### src/sv/ggc_pkg.sv
// ----------------------------------------------------------------------------
// ggc_pkg
// Shared types and constants of the greedy graph coloring core.
// ----------------------------------------------------------------------------
`default_nettype none

package ggc_pkg;

	localparam int VC_W    = 7;   // vertex count register
	localparam int IDX_W   = 6;   // vertex index field
	localparam int ROW_W   = 64;  // adjacency row field
	localparam int COLOR_W = 6;   // color field
	localparam int DEG_W   = 6;   // degree field

	localparam logic [VC_W-1:0] VC_RESET = 7'd64;

	localparam logic KIND_LOAD  = 1'b0;
	localparam logic KIND_START = 1'b1;

	// sequencer controls for the scan unit
	typedef struct packed {
		logic clear;   // new run: clear mask, degree and maximum
		logic acc;     // fold one row read into mask and degree
		logic commit;  // end of column: update maximum, restart mask and degree
	} ggc_scan_ctl_t;

endpackage

`default_nettype wire

### src/sv/ggc_mem.sv
// ----------------------------------------------------------------------------
// ggc_mem
// Adjacency row store and vertex color store, one shared registered read port.
// ----------------------------------------------------------------------------
`default_nettype none

module ggc_mem
	import ggc_pkg::*;
#(
	parameter int DEPTH = 64,
	parameter int AW    = 6
) (
	input  wire                      clk,
	input  wire                      row_we,
	input  wire  [AW-1:0]            row_waddr,
	input  wire  [DEPTH-1:0]         row_wdata,
	input  wire                      color_we,
	input  wire  [AW-1:0]            color_waddr,
	input  wire  [COLOR_W-1:0]       color_wdata,
	input  wire  [AW-1:0]            rd_addr,
	output logic [DEPTH-1:0]         row_rd_q,
	output logic [COLOR_W-1:0]       color_rd_q
);

	logic [DEPTH-1:0]   rows_q   [DEPTH];
	logic [COLOR_W-1:0] colors_q [DEPTH];

	always_ff @(posedge clk) begin
		if (row_we) begin
			rows_q[row_waddr] <= row_wdata;
		end
		row_rd_q <= rows_q[rd_addr];
	end

	always_ff @(posedge clk) begin
		if (color_we) begin
			colors_q[color_waddr] <= color_wdata;
		end
		color_rd_q <= colors_q[rd_addr];
	end

endmodule

`default_nettype wire

### config.mk
export PLATFORM = sky130hd
export DESIGN_NAME = ggc_mem
export DESIGN_NICKNAME = d
export VERILOG_FILES = /design/src/sv/ggc_pkg.sv /design/src/sv/ggc_mem.sv
export SDC_FILE = /design/constraint.sdc
export NUM_CORES = 2
export LEC_CHECK = 0
export BUFFER_PORTS_ARGS = -buffer_cell sky130_fd_sc_hd__buf_2
export CAP_MARGIN = 30
export CORE_UTILIZATION = 43
export CTS_BUF_LIST = sky130_fd_sc_hd__clkbuf_4 sky130_fd_sc_hd__clkbuf_8 sky130_fd_sc_hd__clkbuf_16
export DETAILED_ROUTE_END_ITERATION = 8
export SYNTH_ARGS = -nofsm -noshare
export SYNTH_HDL_FRONTEND = slang
export SYNTH_MEMORY_MAX_BITS = 65536
export SYNTH_SLANG_ARGS = --single-unit
### constraint.sdc
create_clock -name clk -period 11.1 [get_ports clk]
set_clock_uncertainty 0.05 [all_clocks]
set_input_delay 1.11 -clock clk [delete_from_list [all_inputs] [get_ports clk]]
set_output_delay 1.11 -clock clk [all_outputs]
set_load 0.005 [all_outputs]
==> flow_summary_export.csv <==
group,metric,value,unit
critical_path,cp_top_family,"buffers and inverters",
flow_run,cap_violations,0,
synthesis,yosysUniqueCellTypes,35,
place,dpl.hpwl,259,mm
sta,drv_slew,0,
clock_network,cts.clk_slew.worst_paths,60,ps
clock_network,htree_levels,5,
critical_path,path_max_fanout,103,
finish,fillers,31000,
detailed_routing,wl,485,mm
clock_network,cts_buffers,449,
grt,grt_pass1_wl,667,mm
finish,fin_util,0.494,
synthesis,ys_warn_count,0,
sta,layout_min_cycle_time,4430,ps
power_and_ir_drop,ir_worst_vdd,146,uV
grt,antenna_found_initial,68,
floorplan,rows,231,
synthesis,synth-seq-area-share,0.796,
synthesis,synth_top_family_by_area,"multiplexers",
synthesis,yosysMostFrequentCell,"edfxtp_1",
critical_path,path_cells,"buf_8 > buf_12 > buf_4 > buf_4 > mux4_2 > mux2i_1 > o22ai_1 > o22ai_1 > a31oi_1",
place,io_buffers,160,
critical_path,crit_path_end_kind,"flip-flop",
detailed_routing,drc,0,
detailed_routing,viasPerCell,6.20,
floorplan,die_w,632,um
floorplan,core-area,396000,um2
synthesis,synth_top_area_frac,0.787,
detailed_routing,routedWlPerCell,36.3,um
floorplan,ios,161,
floorplan,dieArea,400000,um2
clock_network,post-cts-setup-buffer-count,0,
finish,fin_nets,7778,
sta,fin_tns_setup,0,ps
detailed_routing,vias,82800,
synthesis,yosys.area_share.simple,0.0103,
synthesis,ys_top_cells_by_area,"edfxtp_1 (79%), mux4_2 (15%), a22oi_1 (1.2%)",
sta,finalSetupViolCount,0,
clock_network,cts.sinks,4550,
synthesis,synthMuxAreaShare,0.156,
critical_path,worstPathBufferInverterCount,4,
critical_path,cp_slowest_cell,"buf_4",
synthesis,ys_async_sr_fraction,0,
critical_path,critPathMaxStageDelay,800,ps
detailed_routing,drtIter0Drc,11000,
grt,overflow,0,
synthesis,synth_largest_area_cell,"edfxtp_1",
critical_path,critPathRequiredTime,11860,ps
sta,rsz0062_at_grt,"no",
place,gp_congestion,0.773,
floorplan,fp.dieH,632,um
critical_path,arrival,5190,ps
sta,worstMarginPinSlew,1210,ps
synthesis,synthXorXnorAreaFrac,0,
floorplan,start_util,0.432,
synthesis,ys_ff_latch,4550,
clock_network,cts_tree,"done",
critical_path,worstSetupPathType,"in -> reg",
synthesis,synth_compound_area_frac,0.0259,
clock_network,cts_root_buffer,"clkbuf_16",
hold_path,hold_path.class,"in -> reg",
synthesis,synth_commonest_cells,"edfxtp_1 (4480), mux4_2 (1120), a22oi_1 (280)",
synthesis,syn_avg_cell_area,23.7,um2
detailed_routing,firstDrtPassIters,5,
clock_network,insertion_delay,1020,ps
sta,relSlewSlack,0.192,
critical_path,cp-start-kind,"input pin",
clock_network,cts_resized,0,
detailed_routing,ant_nets,0,
synthesis,synthCells,7200,
sta,fin_crit_sh,0.399,
synthesis,synth-adder-area-share,0,
grt,grtUsageTotal,0.240,
clock_network,clockBufferDepth,4,
power_and_ir_drop,power.density,185,nW/um2
synthesis,synth_ff_type,"edfxtp_1",
place,dp.cells,12400,
sta,hold_viol,0,
finish,drive_gt1_frac,0.298,
clock_network,hold_buffers,0,
status,status,"finished clean",
synthesis,syn_nets,7291,
synthesis,synth_edf_count,4480,
sta,max_freq,0.226,GHz
grt,grt_max_degree,126,
finish,synthToLayoutAreaGrowth,14.4,%
synthesis,netlist_area,171000,um2
power_and_ir_drop,leakagePower,60.7,nW
finish,fin_cells,13400,
grt,grt_pass1_vias,82500,
[worst paths after layout]
check	from	end	slack [ps]	cells past startpoint
max	rd_addr[2]	row_rd_q[59]	6670	9
min	row_wdata[6]	rows_q[11][6]	300	1
max reg2reg	rows_q[38][30]	row_rd_q[30]	8950	5
min reg2reg	rows_q[38][44]	row_rd_q[44]	730	3
[flip-flops by register name, summed over array words and instances, names as in the netlist]
register	cells
rows_q	4096
colors_q	384
row_rd_q	64
color_rd_q	6
[area by class of cell]
type | count | area (um2) | area share
Timing Repair Buffer | 448 | 4330 | 0.0222
Clock inverter | 270 | 2660 | 0.0136
Multi-Input combinational cell | 2238 | 33400 | 0.171
Clock buffer | 570 | 12400 | 0.0634
Antenna cell | 38 | 95.1 | 0.000487
Tap cell | 5242 | 6560 | 0.0336
Sequential cell | 4550 | 136000 | 0.696
[through the flow]
step | cell area (um2) | setup slack, ps | hold WS [ps] | power, W
5_1_grt | 195000 | 6710 | 282 | 0.0371
3_3_place_gp | 178000 | 5770 | 723 | 0.0211
3_5_place_dp | 179000 | 5710 | 718 | 0.0211
2_1_floorplan | 171000 | 4370 | 683 | 0.0203
4_1_cts | 194000 | 6760 | 349 | 0.0363
6_report | 195000 | 6670 | 303 | 0.0362
[per-layer routing]
| metal | share of wire | global-route usage |
|---|---|---|
| met1 | 0.39 | 0.334 |
| met2 | 0.48 | 0.387 |
| met3 | 0.087 | 0.0421 |
| met4 | 0.034 | 0.0740 |
| met5 | 0.00037 | 0 |
[layout by cell type (no fill, tap or decap), drive strengths merged, types with 41 or more instances in the layout]
cell    Yosys  final
clkbuf    146    570
mux2i     140    140
a22oi     280    280
nand3     106    106
buf       266    448
bufinv      0     41
mux4     1120   1120
clkinv      0    195
edfxtp   4480   4480
o22ai     135    135
dfxtp      70     70
a211oi     44     44
nor2      132    132
o221ai     71     71
[report_power, final]
group          switching [W]  total [W]  internal, W  leakage (nW)
combinational        0.00103    0.00164     0.000618          12.3
sequential         0.0000967     0.0191       0.0190          40.9
clock                0.00654     0.0154      0.00887          7.49
[kinds of logic (layout without fill, tap and decap cells)]
group / after synthesis / after routing
compound gates: 605 / 605
buf+inv: 412 / 1288
flops: 4550 / 4550
mux: 1263 / 1263
other cells: 0 / 38
simple gates: 370 / 370
(Power assumes the default switching activity.)
