**src/sv/ggc_pkg.sv**
```systemverilog
// ----------------------------------------------------------------------------
// ggc_pkg
// Shared types and constants of the greedy graph coloring core.
// ----------------------------------------------------------------------------
`default_nettype none

package ggc_pkg;

	localparam int VC_W    = 7;   // vertex count register
	localparam int IDX_W   = 6;   // vertex index field
	localparam int ROW_W   = 64;  // adjacency row field
	localparam int COLOR_W = 6;   // color field
	localparam int DEG_W   = 6;   // degree field

	localparam logic [VC_W-1:0] VC_RESET = 7'd64;

	localparam logic KIND_LOAD  = 1'b0;
	localparam logic KIND_START = 1'b1;

	// sequencer controls for the scan unit
	typedef struct packed {
		logic clear;   // new run: clear mask, degree and maximum
		logic acc;     // fold one row read into mask and degree
		logic commit;  // end of column: update maximum, restart mask and degree
	} ggc_scan_ctl_t;

endpackage

`default_nettype wire

```
**src/sv/ggc_scan_unit.sv**
```systemverilog
// ----------------------------------------------------------------------------
// ggc_scan_unit
// Shared scan datapath: per row read, folds earlier neighbor colors into the
// used mask and counts the column degree; picks the first free color at the end.
// ----------------------------------------------------------------------------
`default_nettype none

module ggc_scan_unit
	import ggc_pkg::*;
#(
	parameter int NV = 64,
	parameter int AW = 6
) (
	input  wire                      clk,
	input  wire                      arst_n,
	input  ggc_scan_ctl_t            ctl,
	input  wire  [NV-1:0]            row,
	input  wire  [COLOR_W-1:0]       color_rd,
	input  wire  [AW-1:0]            u,
	input  wire  [AW-1:0]            v,
	output logic [COLOR_W-1:0]       new_color,
	output logic [DEG_W-1:0]         max_degree
);

	logic [NV-1:0]    mask_q;
	logic [DEG_W-1:0] deg_q;
	logic [DEG_W-1:0] maxd_q;
	logic             edge_hit;

	assign edge_hit = row[v];

	always_ff @(posedge clk or negedge arst_n) begin
		if (!arst_n) begin
			mask_q <= '0;
			deg_q  <= '0;
			maxd_q <= '0;
		end else if (ctl.clear) begin
			mask_q <= '0;
			deg_q  <= '0;
			maxd_q <= '0;
		end else if (ctl.commit) begin
			mask_q <= '0;
			deg_q  <= '0;
			if (deg_q > maxd_q) begin
				maxd_q <= deg_q;
			end
		end else if (ctl.acc && edge_hit) begin
			if (u != v) begin
				deg_q <= deg_q + 1'b1;
			end
			// only earlier vertices constrain the color
			if (u < v) begin
				mask_q <= mask_q | (NV'(1) << color_rd[AW-1:0]);
			end
		end
	end

	// first clear bit; all lower colors taken means the top color
	always_comb begin
		new_color = COLOR_W'(NV - 1);
		for (int i = NV - 2; i >= 0; i--) begin
			if (!mask_q[i]) begin
				new_color = COLOR_W'(i);
			end
		end
	end

	assign max_degree = maxd_q;

endmodule

`default_nettype wire

```
**config.mk**
```make
export PLATFORM = sky130hd
export DESIGN_NAME = ggc_scan_unit
export DESIGN_NICKNAME = d
export VERILOG_FILES = /design/src/sv/ggc_pkg.sv /design/src/sv/ggc_scan_unit.sv
export SDC_FILE = /design/constraint.sdc
export NUM_CORES = 1
export LEC_CHECK = 0
export ABC_AREA = 0
export BUFFER_PORTS_ARGS = -buffer_cell sky130_fd_sc_hd__buf_2
export CORE_MARGIN = 3
export CORE_UTILIZATION = 35
export CTS_CLUSTER_DIAMETER = 30
export DETAILED_ROUTE_END_ITERATION = 12
export GPL_ROUTABILITY_DRIVEN = 0
export PLACE_DENSITY = 0.63
export SLEW_MARGIN = 10
export SYNTH_ARGS = -nofsm -noshare
export SYNTH_HDL_FRONTEND = slang
export SYNTH_SLANG_ARGS = --single-unit
```
**constraint.sdc**
```tcl
create_clock -name clk -period 3.68 [get_ports clk]
set_input_delay 0.368 -clock clk [delete_from_list [all_inputs] [get_ports clk]]
set_output_delay 0.368 -clock clk [all_outputs]
set_load 0.1 [all_outputs]
```
==> impl_metrics.ini <==
[setup_path]
critPathKind = reg2out
worstSetupStartpoint = mask_q[7]
crit_arrival_ns = 2.65
crit_path_frequent_cell = o211ai_1
rr_endpoint = max_degree[0]
r2r-start = deg_q[1]
crit_slowest_cell = a2111oi_0
end_kind = output port
crit_buf_inv = 2
crit_path_end = new_color[0]
crit_required_ns = 3.31
crit_path_cell_trace = inv_1 -> o21ai_0 -> a21oi_1 -> o211ai_1 -> a2111oi_0 -> o211ai_1 -> nand3_1 -> buf_2
crit_path_max_fanout = 4
worstSetupStartpointType = flip-flop
slowest_delay_ns = 0.52
cp_top_family = compound AO/OA/AOI/OAI gates
reg2reg_slack_ns = 1.46
path_depth = 8
rr_worst_depth = 8

[clock_tree]
clk_pin_slew_ns = 0.06
cts_resized = 0
cts_hold_buf = 0
cts_made_buffers = 9
cts_tree = yes
clock_sinks = 75
cts-root-buf = clkbuf_16
insertion_delay_ns = 0.34
htreeDepth = 3
clk_path_buf_depth = 2
postCtsSetupBuffers = 0

[synth]
synth_top_cell_area_share = 0.389
yosysWarnings = 0
synth_top_cells_by_area = dfrtp_1 39%, nand2_1 6.5%, mux2i_1 4.8%, o21ai_0 4.8%, nor2_1 3.7%
synth_seq_area_share = 0.389
syn_area_sq_um = 4830
ys_types = 56
yosysTopAreaCell = dfrtp_1
synth_edf_count = 0
ys.flop_type = dfrtp_1
syn-num-nets = 650
synth-seq-cells = 75
synth.avg_cell_area_sq_um = 8.78
postSynthCellCount = 550
async_flop_share = 1.00

[floorplan]
dieArea_sq_um = 15200
start_util = 0.362
die_y_um = 123
die_w_um = 123
pin_count = 99
core_area_sq_um = 13300
rows = 42

[timing]
fin_crit_ns = 3.02
hold_viol = 0
rsz0062_at_grt = no
fin_crit_sh = 0.821
finalClockSkew_ns = 0.00281
clock.fmax_ghz = 0.331
setup_tns_ns = 0
drv_slew = 0
maxSlewHeadroom = 0.286
setup_viol = 0
tightest_slew_ns = 1.07

[power]
p_leak_nw = 2.41
powerDensity_nw_per_um2 = 328
vdd_drop_max_uv = 199

[final_layout]
mostFrequentLayoutCells = 98 x buf_2, 84 x nand2_1, 75 x dfrtp_1
multi_input_area_sq_um = 2730
final_common_cell = buf_2
num_antenna_cells = 0
nNetsFinal = 739
area.sequential_sq_um = 1880
n_fill_cell = 1363
area_growth_syn_to_layout_pct = 18.6
drive_gt1_frac = 0.216
design_area_sq_um = 5730

[job]
cap_violations = 0

[routing]
route.detailed.drc = 0
drt-wirelength-per-cell_um = 17.4
ant_nets = 0
via_count = 4662
drtIter0Drc = 418
wl_mm = 14.2
dr.pass1.iters = 6
avgViaCountPerCell = 5.69

[global_routing]
grt_first_pass_wirelength_mm = 23.4
track_usage = 0.195
grt_pass1_vias = 4605
grt_max_degree = 51
antenna_found_initial = 0
gr-total-overflow = 0

[placement]
dpl-instance-area_sq_um = 5460
dp_hpwl_mm = 10.8
port_buffers = 98

[run_status]
status = finished clean

[worst_hold_path]
hold_class = in2async
worst reg2reg max path, cell delays in order, from the launching register on:
cell     delay, ns
dfrtp_1       0.43
ha_1          0.30
nor2b_1       0.12
o21a_1        0.12
o21a_1        0.11
o21a_1        0.10
o21ai_0       0.06
a21oi_1       0.61
mux2i_1       0.28
metal layers:
layer,up-vias,global-route usage,share of wire
li1,2194,-,-
met4,0,0.0567,0.015
met5,-,0,0
met1,2201,0.267,0.43
met2,242,0.314,0.47
met3,25,0.0398,0.084
how the worst min path moves through the flow:
stage           start        end  slack, ns  depth (start not counted)
2_1_floorplan  arst_n   deg_q[0]       0.07                          0
3_3_place_gp   arst_n  mask_q[4]       0.41                          1
3_5_place_dp   arst_n  mask_q[0]       0.42                          1
4_1_cts        arst_n  mask_q[9]       0.06                          1
5_1_grt        arst_n  mask_q[9]       0.09                          1
6_report       arst_n  mask_q[9]       0.04                          1
synthesized netlist by cell type, types with 13 or more instances:
cell	instances
a31oi_1	21
clkbuf_1	17
dfrtp_1	75
ha_1	13
inv_1	28
mux2i_1	23
nand2_1	84
nand2b_1	14
nand3_1	15
nand4_1	25
nor2_1	47
o21ai_0	46
kinds of logic after synthesis:
group,count (synthesis),share of synthesized area
DFF,75,0.389
buffers and inverters,53,0.0492
AOI/OAI and AO/OA,148,0.206
and+or+nand+nor,227,0.228
xor gates and xnor gates,2,0.00363
adders and majority gates,13,0.0337
muxes,32,0.0912
metrics by stage:
step / hold slack (ns) / power, mW / cells / setup WS (ns) / utilization
after global placement: 0.413 / 1.08 / 804 / 0.438 / 0.409
after global routing: 0.0852 / 1.96 / 819 / 0.417 / 0.429
final: 0.0392 / 1.88 / 819 / 0.660 / 0.429
after detailed placement: 0.421 / 1.09 / 804 / 0.364 / 0.409
after CTS: 0.0644 / 1.89 / 819 / 0.700 / 0.429
after floorplan: 0.0724 / 0.987 / 550 / 0.0368 / -
flip-flops by register name, indices dropped and copies added (netlist names):
name,count
deg_q,6
max_degree,6
mask_q,63
area by class of cell:
cell class / instances / share of cell area
clock buffers: 10 / 0.0417
multi-input cells: 422 / 0.477
clock inverters: 5 / 0.00524
repair buffers: 103 / 0.0922
flip-flops and latches: 75 / 0.328
well taps: 176 / 0.0384
inverters: 28 / 0.0183
power by group:
part	switching, mW	internal [mW]	leakage [nW]
combinational	0.148	0.0957	1.23
sequential	0.00186	0.826	1.05
clock	0.342	0.467	0.130
total	0.492	1.39	2.41
No activity file was read; power rests on OpenSTA's default activity.
